$ cat src/rtl/double_to_q31_multiplier_core_defines.svh
// assertion macros for the double to q31 multiplier core
// no dependencies; included by the rtl files that carry assertions
`ifndef DOUBLE_TO_Q31_MULTIPLIER_CORE_DEFINES_SVH
`define DOUBLE_TO_Q31_MULTIPLIER_CORE_DEFINES_SVH

// same-cycle implication, disabled while in reset
`define DQ31_ASSERT_NOW(label, clk, rst_n, ante, cons) \
  label: assert property (@(posedge clk) disable iff (!rst_n) (ante) |-> (cons)) \
    else $error("dq31 assertion failed");

// next-cycle implication, disabled while in reset
`define DQ31_ASSERT_NEXT(label, clk, rst_n, ante, cons) \
  label: assert property (@(posedge clk) disable iff (!rst_n) (ante) |=> (cons)) \
    else $error("dq31 assertion failed");

`endif

$ cat src/rtl/dq31_pkg.sv
// shared constants, types and helpers for the double to q31 multiplier core
// no dependencies
package dq31_pkg;

  localparam int VALUE_W       = 64;
  localparam int MANT_W        = 32;
  localparam int EXP_W         = 12;
  localparam int FRAC_BITS     = 52;
  localparam int BEXP_W        = 11;
  localparam int SH_W          = 6;
  localparam int EXP_BIAS      = 1022;
  localparam int MANT_BITS_DEF = 31;

  localparam logic [BEXP_W-1:0] EXP_ALL1 = 11'h7ff;

  typedef logic [1:0] kind_t;
  localparam kind_t KIND_FIN  = 2'd0;
  localparam kind_t KIND_ZERO = 2'd1;
  localparam kind_t KIND_INF  = 2'd2;
  localparam kind_t KIND_NAN  = 2'd3;

  // leading zeros of the fraction field (value for all-zero is don't care)
  function automatic logic [SH_W-1:0] frac_lzc(input logic [FRAC_BITS-1:0] f);
    logic [SH_W-1:0] cnt;
    cnt = '0;
    for (int i = 0; i < FRAC_BITS; i++) begin
      if (f[i]) begin
        cnt = SH_W'(FRAC_BITS - 1 - i);
      end
    end
    return cnt;
  endfunction

endpackage

$ cat src/rtl/double_to_q31_multiplier_core.sv
// double to q31 multiplier core: binary64 bit pattern to signed mantissa and shift
// depends on dq31_pkg and double_to_q31_multiplier_core_defines.svh
//
//  port group  | direction | contents
//  in_*        | sink      | in_value_bits (64b binary64 pattern), valid/ready
//  out_*       | source    | out_mantissa_q31 (32b signed), out_exponent_shift (12b signed)
//
// one word per cycle unless out_ready low holds the pipeline; results leave in input order
// stages: input register, leading-zero count, normalise shift and round, result register
// each stage moves when the one after it is empty or moving, so in_ready only
// drops when all four registers hold words and out_ready is low
// rst_n (synchronous) empties the pipeline; payload registers are not reset
`include "double_to_q31_multiplier_core_defines.svh"

module double_to_q31_multiplier_core
  import dq31_pkg::*;
#(
  parameter int MANT_BITS = MANT_BITS_DEF
) (
  input  logic                     clk,
  input  logic                     rst_n,
  input  logic                     in_valid,
  output logic                     in_ready,
  input  logic [VALUE_W-1:0]       in_value_bits,
  output logic                     out_valid,
  input  logic                     out_ready,
  output logic signed [MANT_W-1:0] out_mantissa_q31,
  output logic signed [EXP_W-1:0]  out_exponent_shift
);

  localparam int SIG_W = FRAC_BITS + 1;
  localparam int RND_W = MANT_BITS + 1;

  // pipeline valids and enables
  logic in_v_r, a_v_r, b_v_r, out_v_r;
  logic en_in, en_a, en_b, en_out;

  assign en_out   = !out_v_r || out_ready;
  assign en_b     = !b_v_r || en_out;
  assign en_a     = !a_v_r || en_b;
  assign en_in    = !in_v_r || en_a;
  assign in_ready = en_in;
  assign out_valid = out_v_r;

  // input register
  logic [VALUE_W-1:0] in_bits_r;

  // stage a: classify and count leading zeros
  logic                    sign_a;
  logic [BEXP_W-1:0]       bexp_a;
  logic [FRAC_BITS-1:0]    frac_a;
  logic [SH_W-1:0]         lz_a;
  kind_t                   kind_nxt;
  logic [SIG_W-1:0]        sig_nxt;
  logic [SH_W-1:0]         sh_nxt;
  logic signed [EXP_W-1:0] expo_a_nxt;

  always_comb begin
    sign_a     = in_bits_r[VALUE_W-1];
    bexp_a     = in_bits_r[VALUE_W-2:FRAC_BITS];
    frac_a     = in_bits_r[FRAC_BITS-1:0];
    lz_a       = frac_lzc(frac_a);
    sig_nxt    = {(bexp_a != '0), frac_a};
    sh_nxt     = '0;
    expo_a_nxt = EXP_W'({1'b0, bexp_a}) - EXP_W'(EXP_BIAS);
    if (bexp_a == '0) begin
      // subnormal: move the leading one up to the hidden bit position
      sh_nxt     = lz_a + SH_W'(1);
      expo_a_nxt = -EXP_W'(EXP_BIAS) - EXP_W'(lz_a);
    end
    if (in_bits_r[VALUE_W-2:0] == '0) begin
      kind_nxt = KIND_ZERO;
    end else if (bexp_a == EXP_ALL1) begin
      kind_nxt = (frac_a == '0) ? KIND_INF : KIND_NAN;
    end else begin
      kind_nxt = KIND_FIN;
    end
  end

  logic                    a_sign_r;
  kind_t                   a_kind_r;
  logic [SIG_W-1:0]        a_sig_r;
  logic [SH_W-1:0]         a_sh_r;
  logic signed [EXP_W-1:0] a_expo_r;

  // stage b: normalise and round half-up
  logic [SIG_W-1:0]     sig_sh;
  logic [MANT_BITS:0]   sig_top;
  logic [MANT_BITS+1:0] rsum;
  logic [RND_W-1:0]     rnd_nxt;

  always_comb begin
    sig_sh  = a_sig_r << a_sh_r;
    sig_top = sig_sh[FRAC_BITS -: MANT_BITS+1];
    rsum    = {1'b0, sig_top} + {{(MANT_BITS+1){1'b0}}, 1'b1};
    rnd_nxt = rsum[MANT_BITS+1:1];
  end

  logic                    b_sign_r;
  kind_t                   b_kind_r;
  logic [RND_W-1:0]        b_rnd_r;
  logic signed [EXP_W-1:0] b_expo_r;

  // stage c: carry fix-up, sign and special values
  logic                    carry;
  logic [MANT_BITS-1:0]    mag;
  logic [MANT_W-1:0]       mag_w;
  logic signed [MANT_W-1:0] mant_nxt;
  logic signed [EXP_W-1:0]  expo_nxt;

  always_comb begin
    carry = b_rnd_r[MANT_BITS];
    mag   = carry ? b_rnd_r[MANT_BITS:1] : b_rnd_r[MANT_BITS-1:0];
    mag_w = {{(MANT_W-MANT_BITS){1'b0}}, mag};
    case (b_kind_r)
      KIND_FIN: begin
        mant_nxt = b_sign_r ? (MANT_W'(0) - mag_w) : mag_w;
        expo_nxt = b_expo_r + {{(EXP_W-1){1'b0}}, carry};
      end
      KIND_INF: begin
        mant_nxt = b_sign_r ? {1'b1, {(MANT_W-1){1'b0}}} : {1'b0, {(MANT_W-1){1'b1}}};
        expo_nxt = '0;
      end
      default: begin
        mant_nxt = '0;
        expo_nxt = '0;
      end
    endcase
  end

  always_ff @(posedge clk) begin
    if (!rst_n) begin
      in_v_r  <= 1'b0;
      a_v_r   <= 1'b0;
      b_v_r   <= 1'b0;
      out_v_r <= 1'b0;
    end else begin
      if (en_in)  in_v_r  <= in_valid;
      if (en_a)   a_v_r   <= in_v_r;
      if (en_b)   b_v_r   <= a_v_r;
      if (en_out) out_v_r <= b_v_r;
    end
  end

  always_ff @(posedge clk) begin
    if (en_in && in_valid) begin
      in_bits_r <= in_value_bits;
    end
    if (en_a && in_v_r) begin
      a_sign_r <= sign_a;
      a_kind_r <= kind_nxt;
      a_sig_r  <= sig_nxt;
      a_sh_r   <= sh_nxt;
      a_expo_r <= expo_a_nxt;
    end
    if (en_b && a_v_r) begin
      b_sign_r <= a_sign_r;
      b_kind_r <= a_kind_r;
      b_rnd_r  <= rnd_nxt;
      b_expo_r <= a_expo_r;
    end
    if (en_out && b_v_r) begin
      out_mantissa_q31   <= mant_nxt;
      out_exponent_shift <= expo_nxt;
    end
  end

  // leading-zero count must bring the top one to the hidden bit
  `DQ31_ASSERT_NOW(a_norm_chk, clk, rst_n, a_v_r && (a_kind_r == KIND_FIN), sig_sh[FRAC_BITS])
  // rounded magnitude keeps its top bit or carries out
  `DQ31_ASSERT_NOW(b_rnd_chk, clk, rst_n, b_v_r && (b_kind_r == KIND_FIN),
                   b_rnd_r[MANT_BITS] || b_rnd_r[MANT_BITS-1])
  // a zero mantissa only comes with a zero shift
  `DQ31_ASSERT_NOW(out_zero_chk, clk, rst_n, out_valid && (out_mantissa_q31 == '0),
                   out_exponent_shift == '0)
  // a full, stalled pipeline takes no new word
  `DQ31_ASSERT_NOW(full_stall_chk, clk, rst_n,
                   in_v_r && a_v_r && b_v_r && out_v_r && !out_ready, !in_ready)
  // a word in stage b reaches the result register when it is free
  `DQ31_ASSERT_NEXT(b_move_chk, clk, rst_n, b_v_r && en_out, out_v_r)

endmodule
$ cat config.mk
export PLATFORM = sky130hd
export DESIGN_NAME = double_to_q31_multiplier_core
export DESIGN_NICKNAME = d
export VERILOG_FILES = /design/src/rtl/dq31_pkg.sv /design/src/rtl/double_to_q31_multiplier_core.sv
export VERILOG_INCLUDE_DIRS = /design/src /design/src/rtl
export SDC_FILE = /design/constraint.sdc
export NUM_CORES = 1
export LEC_CHECK = 0
export ABC_AREA = 1
export BUFFER_PORTS_ARGS = -buffer_cell sky130_fd_sc_hd__buf_4
export CORE_MARGIN = 2
export CORE_UTILIZATION = 45
export CTS_CLUSTER_SIZE = 28
export DETAILED_ROUTE_END_ITERATION = 7
export PLACE_DENSITY = 0.72
export RECOVER_POWER = 50
export SLEW_MARGIN = 10
export SYNTH_ARGS = -nofsm -noshare
export SYNTH_HDL_FRONTEND = slang
export SYNTH_SLANG_ARGS = --single-unit
$ cat constraint.sdc
create_clock -name clk -period 4.2 [get_ports clk]
set_clock_uncertainty 0.2 [all_clocks]
set_input_delay 0.63 -clock clk [delete_from_list [all_inputs] [get_ports clk]]
set_output_delay 0.63 -clock clk [all_outputs]
set_load 0.01 [all_outputs]
**Yosys cells after proc, flatten, opt, wreduce, memory -nomap -nowiden**

Cells that the tools add are included.

- Register bits: 233
- Bits in latches: 0
- RAM bits: 0
- ROM bits: 0
- Bits of input ports: 68
- Output and inout bits: 46
- Memories kept: 0

- Add/sub/neg operators: 6
- Multiply operators: 0
- Div/mod/pow operators: 0
- Order comparisons: 0
- Equality and inequality tests: 2
- Shifts and indexed selects: 1
- Mux-type cells: 59
- Bitwise operators: 1
- Reduce and logical (&&, ||, !) cells: 18

Operator list:

| kind | number |
|---|---|
| $mux 6 | 52 |
| $mux 32 | 2 |
| $pmux 32 s2 | 1 |
| $logic_not 63->1 | 1 |
| $shl 53x6->53 | 1 |
| $logic_not 52->1 | 1 |
| $add 32x1->33 const B | 1 |
| $sub 1x31->32 const A | 1 |
| $mux 31 | 1 |
| $add 12x1->12 | 1 |
| $mux 12 | 1 |
| $sub 11x10->12 const B | 1 |
| $sub 11x7->12 const A | 1 |
| $eq 11x11->1 const B | 1 |
| $logic_not 11->1 | 1 |
| $reduce_bool 11->1 | 1 |
| $add 6x1->6 const B | 1 |
| $logic_and 1x1->1 | 4 |
| $logic_not 1->1 | 4 |
| $logic_or 1x1->1 | 4 |
| $eq 2x2->1 const B | 1 |
| $logic_not 2->1 | 1 |
| $mux 1 | 2 |
| $reduce_or 2->1 | 1 |
| $not 1->1 | 1 |

**Depth between registers and ports, before layout**

- Word-level depth: 54
- Mapped depth: 58
- Mapped depth without buffers: 58

**Least setup slack after synthesis**

No wires, ideal clock.

- Path type: input to register
- From: input out_ready
- To: register in_bits_r[0] (enable)
- Setup time: 0.488 ns
- Arrival: 3.684 ns
- Data required time: 3.512 ns
- Setup slack: -0.172 ns
- Cell stages on the path: 8
- Path buffers: 0
- Cell sequence: nor2_1 > inv_1 > nor2_1 > inv_1 > nor2_1 > inv_1 > nor2_1 > nor2_1

- Word-level cells in the longest chain between the ends: 5

RTL lines:

| element | RTL line | text |
|---|---|---|
| from (decl) | double_to_q31_multiplier_core.sv:26 | `input logic out_ready,` |
| $logic_or 1x1->1 | double_to_q31_multiplier_core.sv:38 | `assign en_out = !out_v_r \|\| out_ready;` |
| $logic_or 1x1->1 | double_to_q31_multiplier_core.sv:39 | `assign en_b = !b_v_r \|\| en_out;` |
| $logic_or 1x1->1 | double_to_q31_multiplier_core.sv:40 | `assign en_a = !a_v_r \|\| en_b;` |
| $logic_or 1x1->1 | double_to_q31_multiplier_core.sv:41 | `assign en_in = !in_v_r \|\| en_a;` |
| $logic_and 1x1->1 | double_to_q31_multiplier_core.sv:146 | `if (en_in && in_valid) begin` |
| to (signal assigned) | double_to_q31_multiplier_core.sv:147 | `in_bits_r <= in_value_bits;` |
| to (decl) | double_to_q31_multiplier_core.sv:46 | `logic [VALUE_W-1:0] in_bits_r;` |

Every way passes these cells.
A chain may end at the register's enable or synchronous reset.

**Worst setup path in the final report**

- From: register in_bits_r[0]
- To: register a_expo_r[8] (data pin)

- Word-level cells in the longest chain between the ends: 54

RTL lines:

| element | RTL line | text |
|---|---|---|
| $mux 6 (52 in series) | dq31_pkg.sv:27 | `if (f[i]) begin` |
| $sub 11x7->12 | double_to_q31_multiplier_core.sv:69 | `expo_a_nxt = -EXP_W'(EXP_BIAS) - EXP_W'(lz_a);` |
| $mux 12 | double_to_q31_multiplier_core.sv:66 | `if (bexp_a == '0) begin` |
| net expo_a_nxt[8] | double_to_q31_multiplier_core.sv:56 | `logic signed [EXP_W-1:0] expo_a_nxt;` |
| to (signal assigned) | double_to_q31_multiplier_core.sv:154 | `a_expo_r <= expo_a_nxt;` |
| to (decl) | double_to_q31_multiplier_core.sv:84 | `logic signed [EXP_W-1:0] a_expo_r;` |

The timed path passes the listed nets, and every way through them passes these cells.

==> reports/qor.yml <==
pwr:
  p_comb_share_pct: 8.9
  leakagePower_nw: 6.700
  totalPowerFinal_w: 0.005152
  clock_power_share_pct: 38.6
  p_int_w: 0.003987
  irDropWorstVdd_uv: 321.4
  p_seq_share_pct: 52.5
  power.density_nw_per_um2: 325.4
  sw_frac_of_total_pct: 22.60
  switching_power_w: 0.001164
min_path:
  holdPathStages: 1
  min-delay-start: "in_value_bits[9]"
  min_to: "in_bits_r[9]$_DFFE_PP_"
  hp-class: "input port to flip-flop"
detailed_routing:
  vias: 10850
  drtIter0Drc: 627
  detail_route.wl_per_cell_um: 13.86
  viasPerCell: 5.111
  dr.pass1.iters: 7
  drcViolationCount: 0
  postRouteAntennaNets: 0
  wirelength_mm: 29.41
floorplan:
  die_area_um2: 31110
  core_area_um2: 29480
  die_h_um: 176.4
  rows: 63
  start_util_pct: 45.35
  die_w_um: 176.4
  ios: 114
clock_network:
  cts_buffers: 25
  postCtsHoldBufs: 0
  clock_path_buffers: 3
  cts_sinks: 233
  clk_pin_slew_ps: 70
  cts-root-buf: "clkbuf_16"
  insertion_delay_ps: 530
  cts_tree: "yes"
  htreeDepth: 1
sta:
  finalHoldViolations: 0
  setup_viol: 0
  worst_slew_pin_slew_ps: 1083
  slew_viol_final: 0
  fin_crit_ps: 4054
  setup_tns_ps: 0
  timing.hold.ws_ps: 92.36
  timing.final.ws_setup_ps: 146.4
  max_freq_ghz: 0.2467
  grt_setup_unrepaired: "yes"
  fin_crit_sh_pct: 96.52
  slew_headroom_pct: 27.62
worst_setup_path:
  path_buf_inv: 1
  cpMostUsedCell: "nand2_1"
  path_delay_family: "simple AND/OR/NAND/NOR gates"
  critPathKind: "flip-flop to flip-flop"
  worst-r2r-cell-count: 56
  end_kind: "flip-flop"
  critical_path.max_stage_delay_ps: 400
  arrival_ps: 4120
  cp.required_ps: 4260
  critical_path.max_fanout: 4
  timing.rr.start: "in_bits_r[0]$_DFFE_PP_"
  timing.rr.end: "a_expo_r[8]$_DFFE_PP_"
  start_kind: "flip-flop"
  r2r_slack_ps: 150
  slowest_stage: "edfxtp_1"
place:
  pre_cts_slack_ps: -46.62
  hpwl_mm: 22.45
  port_buffers: 113
  place.gp.congestion: 0.8945
grt:
  antenna_found_initial: 0
  grt_pass1_vias: 9868
  gr-total-overflow: 0
  grt_max_degree: 75
  grt_pass1_wl_mm: 47.21
  grt_usage_pct: 18.46
logic_synthesis:
  synth-seq-cells: 233
  ys_seq_area_share_pct: 52.03
  yosysUniqueCellTypes: 57
  syn_area_um2: 13370
  synth_fp_nets: 1644
  syn_area_per_cell_um2: 8.516
  synth_top_flop_cell: "edfxtp_1"
  ys_async_sr_fraction_pct: 0
  synth_edf_count: 229
  yosysWarnings: 0
  synthCells: 1570
job:
  cap_violations: 0
final_layout:
  syn2layout_area_growth_pct: 18.43
  layout-drive-gt1-share_pct: 16.40
  fin_nets: 1789
  final_cell_mix: "nand2_1, edfxtp_1, inv_1"
  final_util_pct: 53.71
  fillCellCount: 2689
  final_common_cell: "nand2_1"
  insertedDiodeCount: 0
status:
  status: "completed"
-- through the flow --
| stage | cell area [um2] | cells |
|---|---|---|
| after global routing | 15830 | 2122 |
| after CTS | 15590 | 2108 |
| final | 15830 | 2122 |
| after floorplan | 13370 | 1570 |
| after detailed placement | 14850 | 2064 |
| after global placement | 14850 | 2064 |
-- flip-flops by register name (all words and copies together) (netlist names) --
register,flops
a_sh_r,6
out_valid,1
b_expo_r,12
a_v_r,1
out_mantissa_q31,32
b_sign_r,1
in_bits_r,64
a_sig_r,53
a_sign_r,1
out_exponent_shift,12
in_v_r,1
a_kind_r,2
b_v_r,1
a_expo_r,12
b_rnd_r,32
b_kind_r,2
-- metal layers --
| metal | up-vias | routed length, um | global-route usage [%] |
|---|---|---|---|
| met5 | - | 0 | 0 |
| met4 | 0 | 1046 | 6.302 |
| met3 | 62 | 1172 | 2.175 |
| met2 | 256 | 14070 | 31.76 |
| met1 | 4901 | 13120 | 24.23 |
| li1 | 5626 | - | - |
-- worst max-delay path by stage --
stage	start	end	slack (ps)	cells past startpoint
finish	in_bits_r[0]$_DFFE_PP_	a_expo_r[8]$_DFFE_PP_	150	56
global route	in_bits_r[1]$_DFFE_PP_	a_sh_r[4]$_SDFFCE_PN0P_	-520	58
CTS	in_bits_r[2]$_DFFE_PP_	a_expo_r[6]$_DFFE_PP_	7	56
detailed placement	in_bits_r[2]$_DFFE_PP_	a_expo_r[4]$_DFFE_PP_	-50	56
global placement	in_bits_r[2]$_DFFE_PP_	a_expo_r[4]$_DFFE_PP_	40	56
floorplan	in_bits_r[2]$_DFFE_PP_	a_expo_r[4]$_DFFE_PP_	420	56
-- area by class of cell --
type / instances / area [um2] / area share (%)
Timing Repair inverter: 1 / 6.256 / 0.03951
Tap cell: 390 / 488.0 / 3.082
Inverter: 195 / 742.0 / 4.686
Clock inverter: 12 / 91.34 / 0.5768
Multi-Input combinational cell: 1075 / 5492 / 34.68
Sequential cell: 233 / 6957 / 43.94
Timing Repair Buffer: 184 / 1406 / 8.882
Clock buffer: 32 / 651.9 / 4.117
-- cell usage after synthesis, types with 4 or more instances --
| cell type | number | area (um2) |
|---|---|---|
| buf_1 | 10 | 37.54 |
| o21ai_0 | 151 | 755.7 |
| edfxtp_1 | 229 | 6877 |
| nand2_1 | 384 | 1441 |
| xnor2_1 | 8 | 70.07 |
| o211ai_1 | 7 | 52.55 |
| nor3_2 | 6 | 60.06 |
| nand4_1 | 12 | 75.07 |
| buf_2 | 19 | 95.09 |
| o31ai_1 | 5 | 37.54 |
| nor3_1 | 25 | 125.1 |
| nand2_2 | 5 | 31.28 |
| a21oi_1 | 66 | 330.3 |
| buf_6 | 5 | 56.30 |
| o21ai_1 | 26 | 130.1 |
| inv_1 | 182 | 683.2 |
| a31oi_1 | 9 | 56.30 |
| ha_1 | 6 | 75.07 |
| nor2_1 | 125 | 469.2 |
| clkbuf_1 | 30 | 112.6 |
| dfxtp_1 | 4 | 80.08 |
| nor2_2 | 4 | 25.02 |
| mux2i_1 | 30 | 300.3 |
| inv_2 | 9 | 33.78 |
| nand3_1 | 118 | 590.6 |
| xor2_1 | 27 | 236.5 |
| nor4_1 | 12 | 75.07 |
-- power by group through the flow --
stage / Sequential [W] / Combinational [W] / Clock (W)
global placement: 0.00275 / 0.000436 / 0
floorplan: 0.00274 / 0.000280 / 0
CTS: 0.00271 / 0.000444 / 0.00204
detailed placement: 0.00275 / 0.000442 / 0
global route: 0.00271 / 0.000518 / 0.00212
finish: 0.00271 / 0.000458 / 0.00199
-- kinds of logic (layout without fill, tap and decap cells) --
| kind of cell | after synthesis | count (layout) | share of synthesized area (%) |
|---|---|---|---|
| adder cells (fa/ha/maj) | 6 | 6 | 0.5615 |
| flip-flops | 233 | 233 | 52.03 |
| multiplexers | 30 | 30 | 2.246 |
| AO/OA/AOI/OAI | 292 | 292 | 11.92 |
| XOR/XNOR | 35 | 35 | 2.293 |
| buffers and inverters | 262 | 424 | 7.908 |
| AND/OR/NAND/NOR | 712 | 712 | 23.04 |
-- timing repair --
action / CTS / global route
buffers inserted: 0 / 12
pin swaps: 1 / 16
gates cloned: 0 / 2
resized for setup: 1 / 50
endpoints found under the setup margin: 4 / 27
hold endpoints to repair: 0 / 0
(Power assumes the default switching activity.)
